### config.mk
export PLATFORM = sky130hd
export DESIGN_NAME = b2bcd_skid
export DESIGN_NICKNAME = d
export VERILOG_FILES = /design/src/sv/b2bcd_pkg.sv /design/src/sv/b2bcd_skid.sv
export SDC_FILE = /design/constraint.sdc
export NUM_CORES = 1
export LEC_CHECK = 0
export BUFFER_PORTS_ARGS = -buffer_cell sky130_fd_sc_hd__buf_2
export CORE_MARGIN = 8
export CORE_UTILIZATION = 25
export CTS_CLUSTER_DIAMETER = 200
export DETAILED_ROUTE_END_ITERATION = 10
export PLACE_DENSITY_LB_ADDON = 0.1
export SLEW_MARGIN = 20
export SYNTH_ARGS = -nofsm -noshare
export SYNTH_HDL_FRONTEND = slang
export SYNTH_SLANG_ARGS = --single-unit
### constraint.sdc
create_clock -name clk -period 7.1 [get_ports clk]
set_clock_uncertainty 0.05 [all_clocks]
set_input_delay 1.065 -clock clk [delete_from_list [all_inputs] [get_ports clk]]
set_output_delay 1.065 -clock clk [all_outputs]
set_load 0.02 [all_outputs]
### src/sv/b2bcd_pkg.sv
// ----------------------------------------------------------------------------
// b2bcd_pkg
// Shared widths, stage types and the shift-and-add-3 round function.
// ----------------------------------------------------------------------------
package b2bcd_pkg;

	localparam int MAG_BITS    = 96;
	localparam int DIGIT_COUNT = 29;
	localparam int DIG_W       = DIGIT_COUNT * 4;

	// Port field widths (fixed by the interface)
	localparam int LOW_W   = 64;
	localparam int HIGH_W  = 32;
	localparam int DLOW_W  = 64;
	localparam int DHIGH_W = 52;
	localparam int SCALE_W = 5;

	// Data carried from cell to cell
	typedef struct packed {
		logic [DIG_W-1:0]    digits;
		logic [MAG_BITS-1:0] mag;
		logic                negative;
		logic [SCALE_W-1:0]  scale;
	} stage_t;

	// Finished request waiting at the output
	typedef struct packed {
		logic [DIG_W-1:0]   digits;
		logic               negative;
		logic [SCALE_W-1:0] scale;
	} res_t;

	// One double dabble round: add 3 to each digit of 5 or more, then shift
	// the whole digit register left and bring in the next magnitude bit.
	function automatic logic [DIG_W-1:0] dabble_round(
		input logic [DIG_W-1:0] digits,
		input logic             in_bit
	);
		logic [DIG_W-1:0] adj;
		for (int k = 0; k < DIGIT_COUNT; k++) begin
			if (digits[4*k +: 4] >= 4'd5)
				adj[4*k +: 4] = digits[4*k +: 4] + 4'd3;
			else
				adj[4*k +: 4] = digits[4*k +: 4];
		end
		return {adj[DIG_W-2:0], in_bit};
	endfunction

endpackage

### src/sv/b2bcd_skid.sv
// ----------------------------------------------------------------------------
// b2bcd_skid
// Output register plus one skid entry; the full flag holds the cell chain.
// ----------------------------------------------------------------------------
module b2bcd_skid import b2bcd_pkg::*; (
	input  logic clk,
	input  logic arst_n,
	input  logic push,
	input  res_t push_data,
	output logic full,
	output logic out_valid,
	output res_t out_data,
	input  logic out_stall
);

	logic out_valid_q;
	logic skid_valid_q;
	res_t out_q;
	res_t skid_q;
	logic take;

	assign take = out_valid_q && !out_stall;

	always_ff @(posedge clk or negedge arst_n) begin
		if (!arst_n) begin
			out_valid_q  <= 1'b0;
			skid_valid_q <= 1'b0;
		end else if (!out_valid_q || take) begin
			if (skid_valid_q) begin
				out_valid_q  <= 1'b1;
				skid_valid_q <= 1'b0;
			end else begin
				out_valid_q <= push;
			end
		end else if (push) begin
			skid_valid_q <= 1'b1;
		end
	end

	always_ff @(posedge clk) begin
		if (!out_valid_q || take) begin
			if (skid_valid_q)
				out_q <= skid_q;
			else if (push)
				out_q <= push_data;
		end else if (push) begin
			skid_q <= push_data;
		end
	end

	assign full      = skid_valid_q;
	assign out_valid = out_valid_q;
	assign out_data  = out_q;

endmodule

==> flow_summary.ini <==
[run_status]
outcome = finished clean

[route]
vias = 4528
drt_first_iter_violations = 190
routed_wire_length_per_instance_um = 19.3
antenna_violating_nets_post_route = 0
detail_route.wirelength_um = 22100
drt-vias-per-instance = 3.96
drt-pass1-iter-count = 4
detail_route.drc_violations = 0

[floorplanning]
die_width_um = 207
io-pin-count = 250
core-area_sq_um = 35700
fp.dieH_um = 207
placementRows = 69
starting_density_of_the_core_pct = 25.5
die-area_sq_um = 42700

[logic_synthesis]
netlist_instances = 386
number_of_warning_messages_in_the_yosys_log = 0
post_synth_and_or_nand_nor_area_fraction_pct = 0.0689
share_of_synthesized_area_spent_on_multiplexers_pct = 17.1
synth_area_in_compound_gates_pct = 0.303
ys_ff_latch = 246
synth-adder-area-share_pct = 0
ys_seq_area_share_pct = 81.3
netlist_area_sq_um = 9070
yosysUniqueCellTypes = 10
yosys.area_share.xor_xnor_pct = 0
synth_top_family_by_area = multiplexers
postSynthAreaPerCell_sq_um = 23.5
mappedNetlistNets = 512

[cells_and_area]
fraction_of_layout_cells_with_a_size_suffix_above_1_pct = 61.7
mostFrequentLayoutCells = buf_2, edfxtp_1, mux2_2
mostFrequentLayoutCell = buf_2
area_growth_pct = 29.2
net_total_in_the_final_layout = 783
fillCellCount = 3472

[place]
place_congestion = 0.726
port_buffers = 249
hpwl_after_detailed_placement_um = 15200

[worst_setup_path]
flop_to_flop_setup_slack_ns = 4.12
criticalPathCategory = reg -> reg
worst_setup_path_end_kind = register
crit_required_ns = 7.33
arrival_ns = 3.21
worstSetupStartpointType = register
worst-path-max-fanout = 52

[clock_tree]
h_tree_depth_reported_by_cts = 1
clock_tree_from_tritoncts = done
clock_insertion_delay_worst_skew_ns = 0.53
cts.path.max_buffers = 3
cts_inserted_buffers = 29
clk_pin_slew_worst_paths_ns = 0.06
number_of_clock_sinks_seen_by_cts = 246
clock-root-buffer = clkbuf_16
postCtsHoldBufs = 0
post_cts_resized = 0
cts_setup_buffers = 0

[grt]
grt_usage_pct = 9.89
use_met3_pct = 3.31
antenna_violations_before_repair = 4
grt_first_pass_wirelength_um = 32300
via_count_of_the_first_global_routing_pass = 5151
groute.layer.met2.usage_pct = 15.7
grt-ovfl-total = 0
gr-usage-met1_pct = 12.5
grt_start_max_net_pins = 69
globalRoute.busiestLayer = met2

[timing]
report.final.hold_viol_count = 0
min_period_over_period_pct = 41.9
totalNegativeSetupSlack_ns = 0
achievable_frequency_ghz = 0.336
setup_violations = 0
slew_viol_final = 0
measured_slew_at_the_worst_slew_check_pin_ns = 0.974
grt_setup_unrepaired = false
relSlewSlack_pct = 34.9
period_minus_slack_ns = 2.98

[power_and_ir_drop]
finalPower_mw = 3.46
peak_supply_drop_v = 0.000208
p_per_area_nw_per_um2 = 295
p_leak_nw = 4.41

[hold_path]
holdCritPathClass = in -> async

[flow_run]
number_of_maximum_capacitance_constraint_violations = 0
-- registers in the layout, indices dropped and copies added, names as in the netlist --
signal,flops
skid_q,122
out_data,122
full,1
out_valid,1
-- stage by stage --
step                      std cells  util [%]  hold slack [ns]  worst slack (ns)  area (sq um)
final                          1143      32.9            0.265              4.12         11700
after global routing           1141      32.9            0.227              3.90         11700
after CTS                      1140      32.9            0.217              4.02         11700
after detailed placement       1087      30.4            0.481              3.69         10800
after global placement         1087      30.4            0.478              3.75         10800
after floorplan                 386         -            0.473              2.26          9080
-- where the power goes --
| group | switching [mW] | internal [mW] |
|---|---|---|
| combinational | 0.204 | 0.142 |
| sequential | 0.0341 | 1.72 |
| clock | 0.576 | 0.781 |
| total | 0.815 | 2.64 |
-- area by class of cell --
class                           instances  area [sq um]  share of cell area [%]
Sequential cell                       246          7380                    62.9
Antenna cell                            3          7.51                  0.0640
Clock buffer                           32           737                    6.28
Clock inverter                         21           134                    1.14
Tap cell                              461           577                    4.92
Timing Repair Buffer                  254          1280                    10.9
Multi-Input combinational cell        126          1610                    13.7
-- layer usage --
| metal | up-vias | wire, um |
|---|---|---|
| li1 | 2103 | - |
| met3 | 39 | 1800 |
| met4 | 4 | 493 |
| met2 | 158 | 10500 |
| met5 | - | 23 |
| met1 | 2224 | 9300 |
-- synthesized netlist by cell type (all sizes together) --
cell type	instances	area, sq um
edfxtp	244	7330
mux2	122	1550
buf	14	114
dfrtp	2	50.1
a211o	1	8.76
a2bb2oi	1	8.76
and3	1	6.26
o211a	1	10.0
-- kinds of logic (layout without fill, tap and decap cells) --
group	Yosys count	after routing
flip-flops	246	246
other	0	3
buffers and inverters	14	307
AO/OA/AOI/OAI	3	3
multiplexers	122	122
AND/OR/NAND/NOR	1	1
-- path summary, 6_finish.rpt --
| path | startpoint | endpoint | cells after the start |
|---|---|---|---|
| max in group asynchronous | arst_n | full | 1 |
| worst max-delay path | full | out_data[58] | 3 |
| worst min-delay path | arst_n | out_valid | 1 |
| worst max register to register | full | out_data[58] | 3 |
| min in group clk | skid_q[119] | out_data[119] | 1 |
| worst min register to register | skid_q[119] | out_data[119] | 1 |
-- critical path: stages, from the launching register on --
cell	delay [ns]
dfrtp_4	0.81
buf_4	0.65
buf_4	0.73
mux2_2	0.42
Note: power is estimated with default switching activity, not from simulation.
