===== src/sv/b2bcd_pkg.sv =====
// ----------------------------------------------------------------------------
// b2bcd_pkg
// Shared widths, stage types and the shift-and-add-3 round function.
// ----------------------------------------------------------------------------
package b2bcd_pkg;

	localparam int MAG_BITS    = 96;
	localparam int DIGIT_COUNT = 29;
	localparam int DIG_W       = DIGIT_COUNT * 4;

	// Port field widths (fixed by the interface)
	localparam int LOW_W   = 64;
	localparam int HIGH_W  = 32;
	localparam int DLOW_W  = 64;
	localparam int DHIGH_W = 52;
	localparam int SCALE_W = 5;

	// Data carried from cell to cell
	typedef struct packed {
		logic [DIG_W-1:0]    digits;
		logic [MAG_BITS-1:0] mag;
		logic                negative;
		logic [SCALE_W-1:0]  scale;
	} stage_t;

	// Finished request waiting at the output
	typedef struct packed {
		logic [DIG_W-1:0]   digits;
		logic               negative;
		logic [SCALE_W-1:0] scale;
	} res_t;

	// One double dabble round: add 3 to each digit of 5 or more, then shift
	// the whole digit register left and bring in the next magnitude bit.
	function automatic logic [DIG_W-1:0] dabble_round(
		input logic [DIG_W-1:0] digits,
		input logic             in_bit
	);
		logic [DIG_W-1:0] adj;
		for (int k = 0; k < DIGIT_COUNT; k++) begin
			if (digits[4*k +: 4] >= 4'd5)
				adj[4*k +: 4] = digits[4*k +: 4] + 4'd3;
			else
				adj[4*k +: 4] = digits[4*k +: 4];
		end
		return {adj[DIG_W-2:0], in_bit};
	endfunction

endpackage


===== src/sv/b2bcd_cell.sv =====
// ----------------------------------------------------------------------------
// b2bcd_cell
// One conversion round: registers the digit set after one add-3 and shift.
// ----------------------------------------------------------------------------
module b2bcd_cell import b2bcd_pkg::*; (
	input  logic   clk,
	input  logic   arst_n,
	input  logic   en,
	input  logic   valid_in,
	input  stage_t data_in,
	output logic   valid_out,
	output stage_t data_out
);

	logic   valid_q;
	stage_t data_q;

	always_ff @(posedge clk or negedge arst_n) begin
		if (!arst_n) begin
			valid_q <= 1'b0;
		end else if (en) begin
			valid_q <= valid_in;
		end
	end

	always_ff @(posedge clk) begin
		if (en) begin
			data_q.digits   <= dabble_round(data_in.digits, data_in.mag[MAG_BITS-1]);
			data_q.mag      <= {data_in.mag[MAG_BITS-2:0], 1'b0};
			data_q.negative <= data_in.negative;
			data_q.scale    <= data_in.scale;
		end
	end

	assign valid_out = valid_q;
	assign data_out  = data_q;

endmodule


===== config.mk =====
export PLATFORM = sky130hd
export DESIGN_NAME = b2bcd_cell
export DESIGN_NICKNAME = d
export VERILOG_FILES = /design/src/sv/b2bcd_pkg.sv /design/src/sv/b2bcd_cell.sv
export SDC_FILE = /design/constraint.sdc
export NUM_CORES = 1
export LEC_CHECK = 0
export ABC_CLOCK_PERIOD_IN_PS = 1190
export BUFFER_PORTS_ARGS = -buffer_cell sky130_fd_sc_hd__buf_2
export CAP_MARGIN = 20
export CORE_AREA = 2 2 173 175
export DETAILED_ROUTE_END_ITERATION = 8
export DIE_AREA = 0 0 175 177
export GPL_TIMING_DRIVEN = 0
export PLACE_DENSITY_LB_ADDON = 0.1
export SYNTH_ARGS = -nofsm -noshare
export SYNTH_HDL_FRONTEND = slang
export SYNTH_SLANG_ARGS = --single-unit
export TNS_END_PERCENT = 50

===== constraint.sdc =====
create_clock -name clk -period 1.19 [get_ports clk]
set_clock_uncertainty 0.2 [all_clocks]
set_input_delay 0.238 -clock clk [delete_from_list [all_inputs] [get_ports clk]]
set_output_delay 0.238 -clock clk [all_outputs]
set_load 0.05 [all_outputs]

==> results by group, run 1 <==
STA
  – Final Max Slew Viols: 0
  – Minimum clock period: 1.58 ns
  – Setup TNS: -68.73 ns
  – Fmax: 633 MHz
  – Worst setup margin: -0.389 ns
  – Final worst-path cycle share: 133%
  – Slew headroom: 58.8%
  – Setup violators final: 218
  – Hold Fails Final Rpt: 2
  – Final hold slack: -0.00947 ns
  – Worst-Margin Slew: 0.619 ns
  – Unrepaired setup endpoints after global routing: true

Yosys
  – Area fraction in compound gates after synthesis: 5.63%
  – Number of synthesized flops with an enable pin: 217
  – Largest family of logic cells by synthesized area: simple AND/OR/NAND/NOR gates
  – Cell with the most instances after synthesis: edfxtp_1
  – Post-synthesis adder-cell area fraction: 7.65%
  – Top-area cell type share of the netlist area: 68.7%
  – Dominant cells by area after synthesis: edfxtp_1 (69%), ha_1 (7.7%), nand2_1 (4.6%), nand2b_1 (3.8%), mux2i_1 (3.1%)
  – Seq/Total Area, Yosys: 69.0%
  – Synth Area in Simple Gates: 9.46%
  – Leading area contributor after synthesis: edfxtp_1
  – Synthesized cell area: 0.00948 mm2
  – Ys Warns: 0
  – Main synth FF type: edfxtp_1
  – Syn Area/Cell: 13.9 um2
  – Post-synthesis register bit count: 218
  – Multiplexer share of the synthesized area: 3.18%
  – Number of library cell types mapped by synthesis: 15
  – Mapped Cells: 681
  – Xor-xnor portion of the synthesized cell area: 2.68%
  – Asr flop ratio synth: 0.459%
  – Syn Nets: 961
  – Top cells by count, synth: edfxtp_1 (217), nand2_1 (115), ha_1 (58), inv_1 (58), nand2b_1 (57)

Setup path
  – Worst Path Max Fanout: 1
  – Max incr delay on CP: 0.43 ns
  – Worst Path Buf+Inv: 1
  – CP Class: reg2out
  – Worst R2R Start: valid_out
  – Crit-path slowest cell: edfxtp_1
  – Crit path max-delay family: flip-flops
  – Startpoint types: flip-flop
  – Worst Setup End Kind: output port
  – Arrival time at the worst endpoint: 1.14 ns
  – Worst path cell trace: buf_6
  – Reg2reg setup slack: 0.22 ns
  – R2R cell count: 1
  – Worst endpoint required time: 0.75 ns
  – Reg2Reg Capture Point: valid_out

Final layout
  – Share of post-route cells with drive strength above 1: 44.7%
  – Fin cells: 1790
  – Finished Core Util: 62.4%
  – Fin area: 0.0182 mm2
  – Area Overhead vs Synth: 92.4%
  – Nets: 1659
  – Fill cells: 2228

Power and ir drop
  – Register share of total power: 39.8%
  – Clock power frac: 32.4%
  – Worst IR Drop VDD: 1.27 mV
  – Static leakage: 7.49 nW
  – Overall power: 24.2 mW
  – Int Pwr: 16.8 mW
  – Net switching power: 7.42 mW
  – Sw Ratio: 30.7%
  – Power per cell area: 1330 mW/mm2
  – Gate power share: 27.7%

Route
  – Routed WL: 27300 um
  – DR vias: 7661
  – First-iteration detailed-routing DRC count: 317
  – Antenna-violating nets left: 0
  – # DRC: 0
  – Drt first pass iters: 6
  – Via/cell ratio: 4.28
  – Wire length per cell: 15.2 um

Worst hold path
  – Endpoint of the worst hold path: data_out[156]
  – Hold Path Stages: 1
  – Hold_sp: en
  – Worst min path class: in2reg

Die
  – Die height: 177 um
  – Core area: 0.0292 mm2
  – Io pins: 441
  – Starting Density: 32.4%
  – Die width: 175 um
  – Rows: 63
  – Area of the die: 0.0310 mm2

Placement
  – Placed cells: 1511
  – Gpl congestion: 0.791
  – Placed Area: 0.0137 mm2
  – DP Wirelength: 18800 um
  – PortBufs: 439

Clocking
  – Worst skew pair latency: 0.52 ns
  – Clock-pin slew on the worst setup and hold paths: 0.06 ns
  – Root Buffer Master: clkbuf_16
  – Clock sinks: 218
  – CTS Buf Count: 27
  – CTS tree: yes
  – Clock buffer depth: 3
  – CTS H-tree depth: 1

Global routing
  – Grt total ovfl: 0
  – Largest net degree at the start of global routing: 112
  – Vias in the first global route: 7961
  – GRT Total Usage: 17.0%
  – Initial antenna violation count: 4
  – First-pass GRT wire length: 41600 um

Status
  – Status: finished with violations
  – Failing checks: negative hold slack, negative setup slack

Run
  – Max Cap Viol: 0
## cells by family (layout without fill, tap and decap cells)
| family | Yosys count | after routing |
|---|---|---|
| AOI/OAI and AO/OA | 85 | 85 |
| xor gates and xnor gates | 29 | 29 |
| adders and majority gates | 58 | 58 |
| buffers and inverters | 59 | 775 |
| DFF | 218 | 218 |
| muxes | 30 | 30 |
| other | 1 | 4 |
| and+or+nand+nor | 201 | 201 |
## repair_timing
item | 4_1_cts | 5_1_grt
pin swaps | 0 | 4
cloned | 1 | 0
buffers inserted | 0 | 0
resized for setup | 439 | 28
setup endpoints to repair | 327 | 246
endpoints found under the hold margin | 219 | 0
hold buffers | 228 | 0
## power groups by stage
stage / Combinational [mW] / Clock, mW / Sequential, mW
after global routing: 7.05 / 8.38 / 9.71
after CTS: 6.72 / 8.11 / 9.64
after floorplan: 1.08 / 0 / 12.1
after detailed placement: 5.28 / 0 / 9.61
final: 6.71 / 7.85 / 9.64
after global placement: 5.23 / 0 / 9.64
## through the flow
stage	worst slack [ns]	hold WS, ns
4_1_cts	-0.451	0.00368
3_3_place_gp	-3.62	-0.187
2_1_floorplan	-0.0620	-0.258
5_1_grt	-0.444	0.0246
3_5_place_dp	-0.956	-0.187
6_report	-0.389	-0.00947
## flip-flops by register name (all words and copies together), names as in the netlist
register   cells
data_out     217
valid_out      1
## per-layer routing
layer  vias to the layer above  part of all wire [%]  track usage [%]
met5                         -                 0.040                0
met4                         2                   4.0             7.08
met3                        62                   8.4             5.65
met2                       287                    51             30.5
met1                      3504                    37             18.5
li1                       3806                     -                -
## how the worst max path moves through the flow
stage / slack, ns / to / start / cells after the start
2_1_floorplan: -0.06 / data_out[216] / data_in[215] / 5
3_3_place_gp: -3.62 / valid_out / en / 2
3_5_place_dp: -0.96 / valid_out / en / 3
4_1_cts: -0.45 / data_out[152] / data_out[152] / 1
5_1_grt: -0.44 / data_out[152] / data_out[152] / 1
6_report: -0.39 / data_out[152] / data_out[152] / 1
## layout by cell type (no fill, tap or decap), types with 4 or more instances in the layout
| cell type | Yosys | layout |
|---|---|---|
| dlygate4sd3_1 | 0 | 228 |
| clkinv_2 | 0 | 4 |
| buf_2 | 0 | 217 |
| inv_1 | 58 | 30 |
| o21ai_1 | 28 | 46 |
| xnor2_1 | 29 | 29 |
| a21oi_4 | 0 | 29 |
| nor2_1 | 29 | 29 |
| clkbuf_16 | 0 | 27 |
| mux2i_1 | 29 | 29 |
| clkbuf_1 | 0 | 7 |
| nand2b_4 | 0 | 29 |
| ha_4 | 0 | 56 |
| buf_4 | 1 | 4 |
| o21ai_0 | 28 | 7 |
| clkinv_1 | 0 | 5 |
| edfxtp_1 | 217 | 217 |
| nand2_1 | 115 | 115 |
| buf_6 | 0 | 218 |
| inv_12 | 0 | 28 |
| nand2b_1 | 57 | 28 |
## area by class of cell
class | count | area, um2 | share of cell area [%]
diodes | 3 | 7.51 | 0.0411
plain buffers | 1 | 7.51 | 0.0411
clock buffers | 34 | 702 | 3.85
clock inverters | 13 | 136 | 0.747
inverters | 58 | 568 | 3.11
multi-input cells | 404 | 3870 | 21.2
flip-flops and latches | 218 | 6540 | 35.8
well taps | 390 | 488 | 2.67
repair buffers | 669 | 5930 | 32.5
No activity file was read; power rests on OpenSTA's default activity.
==> inputs of run 2 (changes only) <==
--- a/config.mk
+++ b/config.mk
@@ -13,6 +13,7 @@
 export DIE_AREA = 0 0 175 177
 export GPL_TIMING_DRIVEN = 0
 export PLACE_DENSITY_LB_ADDON = 0.1
+export SKIP_LAST_GASP = 1
 export SYNTH_ARGS = -nofsm -noshare
 export SYNTH_HDL_FRONTEND = slang
 export SYNTH_SLANG_ARGS = --single-unit
==> run 2 against run 1 <==
  * The flow still finishes with violations (negative hold slack, negative setup slack)
  * Critical path depth is the same
  * Core utilization shrank 0.10 points
  * Sequential share of layout area grew 0.059 points
  * Worst hold slack lost 0.0084 ns
  * First-iteration DRC count shrank 3.2%
  * Flip-flop and latch count is the same
  * Sequential power is essentially flat
  * Combinational power is essentially flat
  * Critical path type unchanged
==> results by group, run 2 (same netlist as run 1, synthesis figures left out) <==
Run
  – Max Cap Viol: 0

Route
  – # DRC: 0
  – DR vias: 7689
  – Wire length per cell: 15.1 um
  – Drt first pass iters: 4
  – Antenna-violating nets left: 0
  – First-iteration detailed-routing DRC count: 307
  – Routed WL: 27100 um
  – Via/cell ratio: 4.30

Setup path
  – Max incr delay on CP: 0.43 ns
  – Crit-path slowest cell: edfxtp_1
  – Crit path max-delay family: flip-flops
  – Worst endpoint required time: 0.75 ns
  – CP Class: reg2out
  – Worst Path Max Fanout: 1
  – Worst Setup SP: data_out[152]
  – Startpoint types: flip-flop
  – Worst R2R Start: valid_out
  – Arrival time at the worst endpoint: 1.14 ns
  – Worst Path Buf+Inv: 1
  – Worst Setup End Kind: output port
  – Worst path cell trace: buf_6

Status
  – Status: finished with violations
  – Failing checks: negative hold slack, negative setup slack

Power and ir drop
  – Worst IR Drop VDD: 1.20 mV
  – Overall power: 24.2 mW
  – Power per cell area: 1330 mW/mm2
  – Static leakage: 7.48 nW

Die
  – Die width: 175 um
  – Io pins: 441
  – Core area: 0.0292 mm2
  – Starting Density: 32.4%
  – Rows: 63
  – Area of the die: 0.0310 mm2
  – Die height: 177 um

STA
  – Hold Fails Final Rpt: 5
  – Slew headroom: 59.8%
  – Unrepaired setup endpoints after global routing: true
  – Worst-Margin Slew: 0.603 ns
  – Fmax: 633 MHz
  – Worst setup margin: -0.391 ns
  – Final worst-path cycle share: 133%
  – Minimum clock period: 1.58 ns
  – Final Max Slew Viols: 0
  – Final hold slack: -0.0179 ns
  – Setup violators final: 279
  – Setup TNS: -70.50 ns

Worst hold path
  – Worst min path class: in2reg
  – Hold_sp: en

Clocking
  – Worst skew pair latency: 0.52 ns
  – CTS tree: yes
  – CTS Buf Count: 27
  – Clock sinks: 218
  – Root Buffer Master: clkbuf_16
  – Clock buffer depth: 3
  – Clock-pin slew on the worst setup and hold paths: 0.06 ns
  – Setup bufs post-CTS: 0
  – CTS H-tree depth: 1

Final layout
  – Share of post-route cells with drive strength above 1: 44.5%
  – Commonest non-fill, non-tap cell in the layout: dlygate4sd3_1
  – Fin cells: 1790
  – Nets: 1659
  – Most frequent cells in the layout: dlygate4sd3_1 (228), buf_2 (222), edfxtp_1 (217)
  – Finished Core Util: 62.3%
  – Max FFs per register: 217
  – Area Overhead vs Synth: 92.1%
  – Fin area: 0.0182 mm2

Placement
  – DP Wirelength: 18800 um
  – PortBufs: 439
  – Placed cells: 1511
  – Placed Area: 0.0137 mm2
  – Gpl congestion: 0.791

Global routing
  – Largest net degree at the start of global routing: 112
  – GRT Total Usage: 16.8%
  – Initial antenna violation count: 4
  – First-pass GRT wire length: 41000 um
  – Vias in the first global route: 7847
  – Grt total ovfl: 0
## run 2: cell types whose count changed in the layout (fill, tap and decap cells not counted), sizes merged
cell	change
buf	-1
bufbuf	+1
## run 2: path summary, 6_finish.rpt
check                                endpoint  cells past startpoint  slack (ns)
min in group asynchronous           valid_out                      3        0.33
worst min-delay path            data_out[156]                      1       -0.02
worst max register to register      valid_out                      1        0.23
worst min register to register      valid_out                      1        0.34
worst max-delay path            data_out[152]                      1       -0.39
max in group asynchronous           valid_out                      3        0.36
## run 2: cell type report
cell class                      count  area [um2]
Fill cell                        2232       11000
Timing Repair Buffer              669        5910
Multi-Input combinational cell    404        3850
Sequential cell                   218        6540
Antenna cell                        3        7.51
Tap cell                          390         488
Clock inverter                     13         136
Clock buffer                       34         702
Inverter                           58         568
Buffer                              1        7.51
## run 2: what timing repair did
item,in CTS,in global routing
gates resized for setup,326,162
endpoints found under the setup margin,327,299
hold buffers,228,0
gates cloned,1,0
endpoints found under the hold margin,219,0
## run 2: through the flow
| stage | hold slack [ns] | setup slack, ns |
|---|---|---|
| after floorplan | -0.258 | -0.0620 |
| after global placement | -0.187 | -3.62 |
| after detailed placement | -0.187 | -0.956 |
| after CTS | 0.00368 | -0.451 |
| after global routing | 0.0231 | -0.444 |
| final | -0.0179 | -0.391 |
## run 2: per-layer routing
metal / vias to the layer above / part of all wire (%) / global-route usage [%]
met5: - / 0.041 / 0
met2: 287 / 51 / 29.9
li1: 3807 / - / -
met1: 3531 / 37 / 18.3
met4: 2 / 3.8 / 6.74
met3: 62 / 8.5 / 5.78
## run 2: where the power goes
group | switching, mW | internal, mW
clock network | 3.09 | 4.78
logic | 4.00 | 2.68
registers | 0.326 | 9.31
total | 7.42 | 16.8
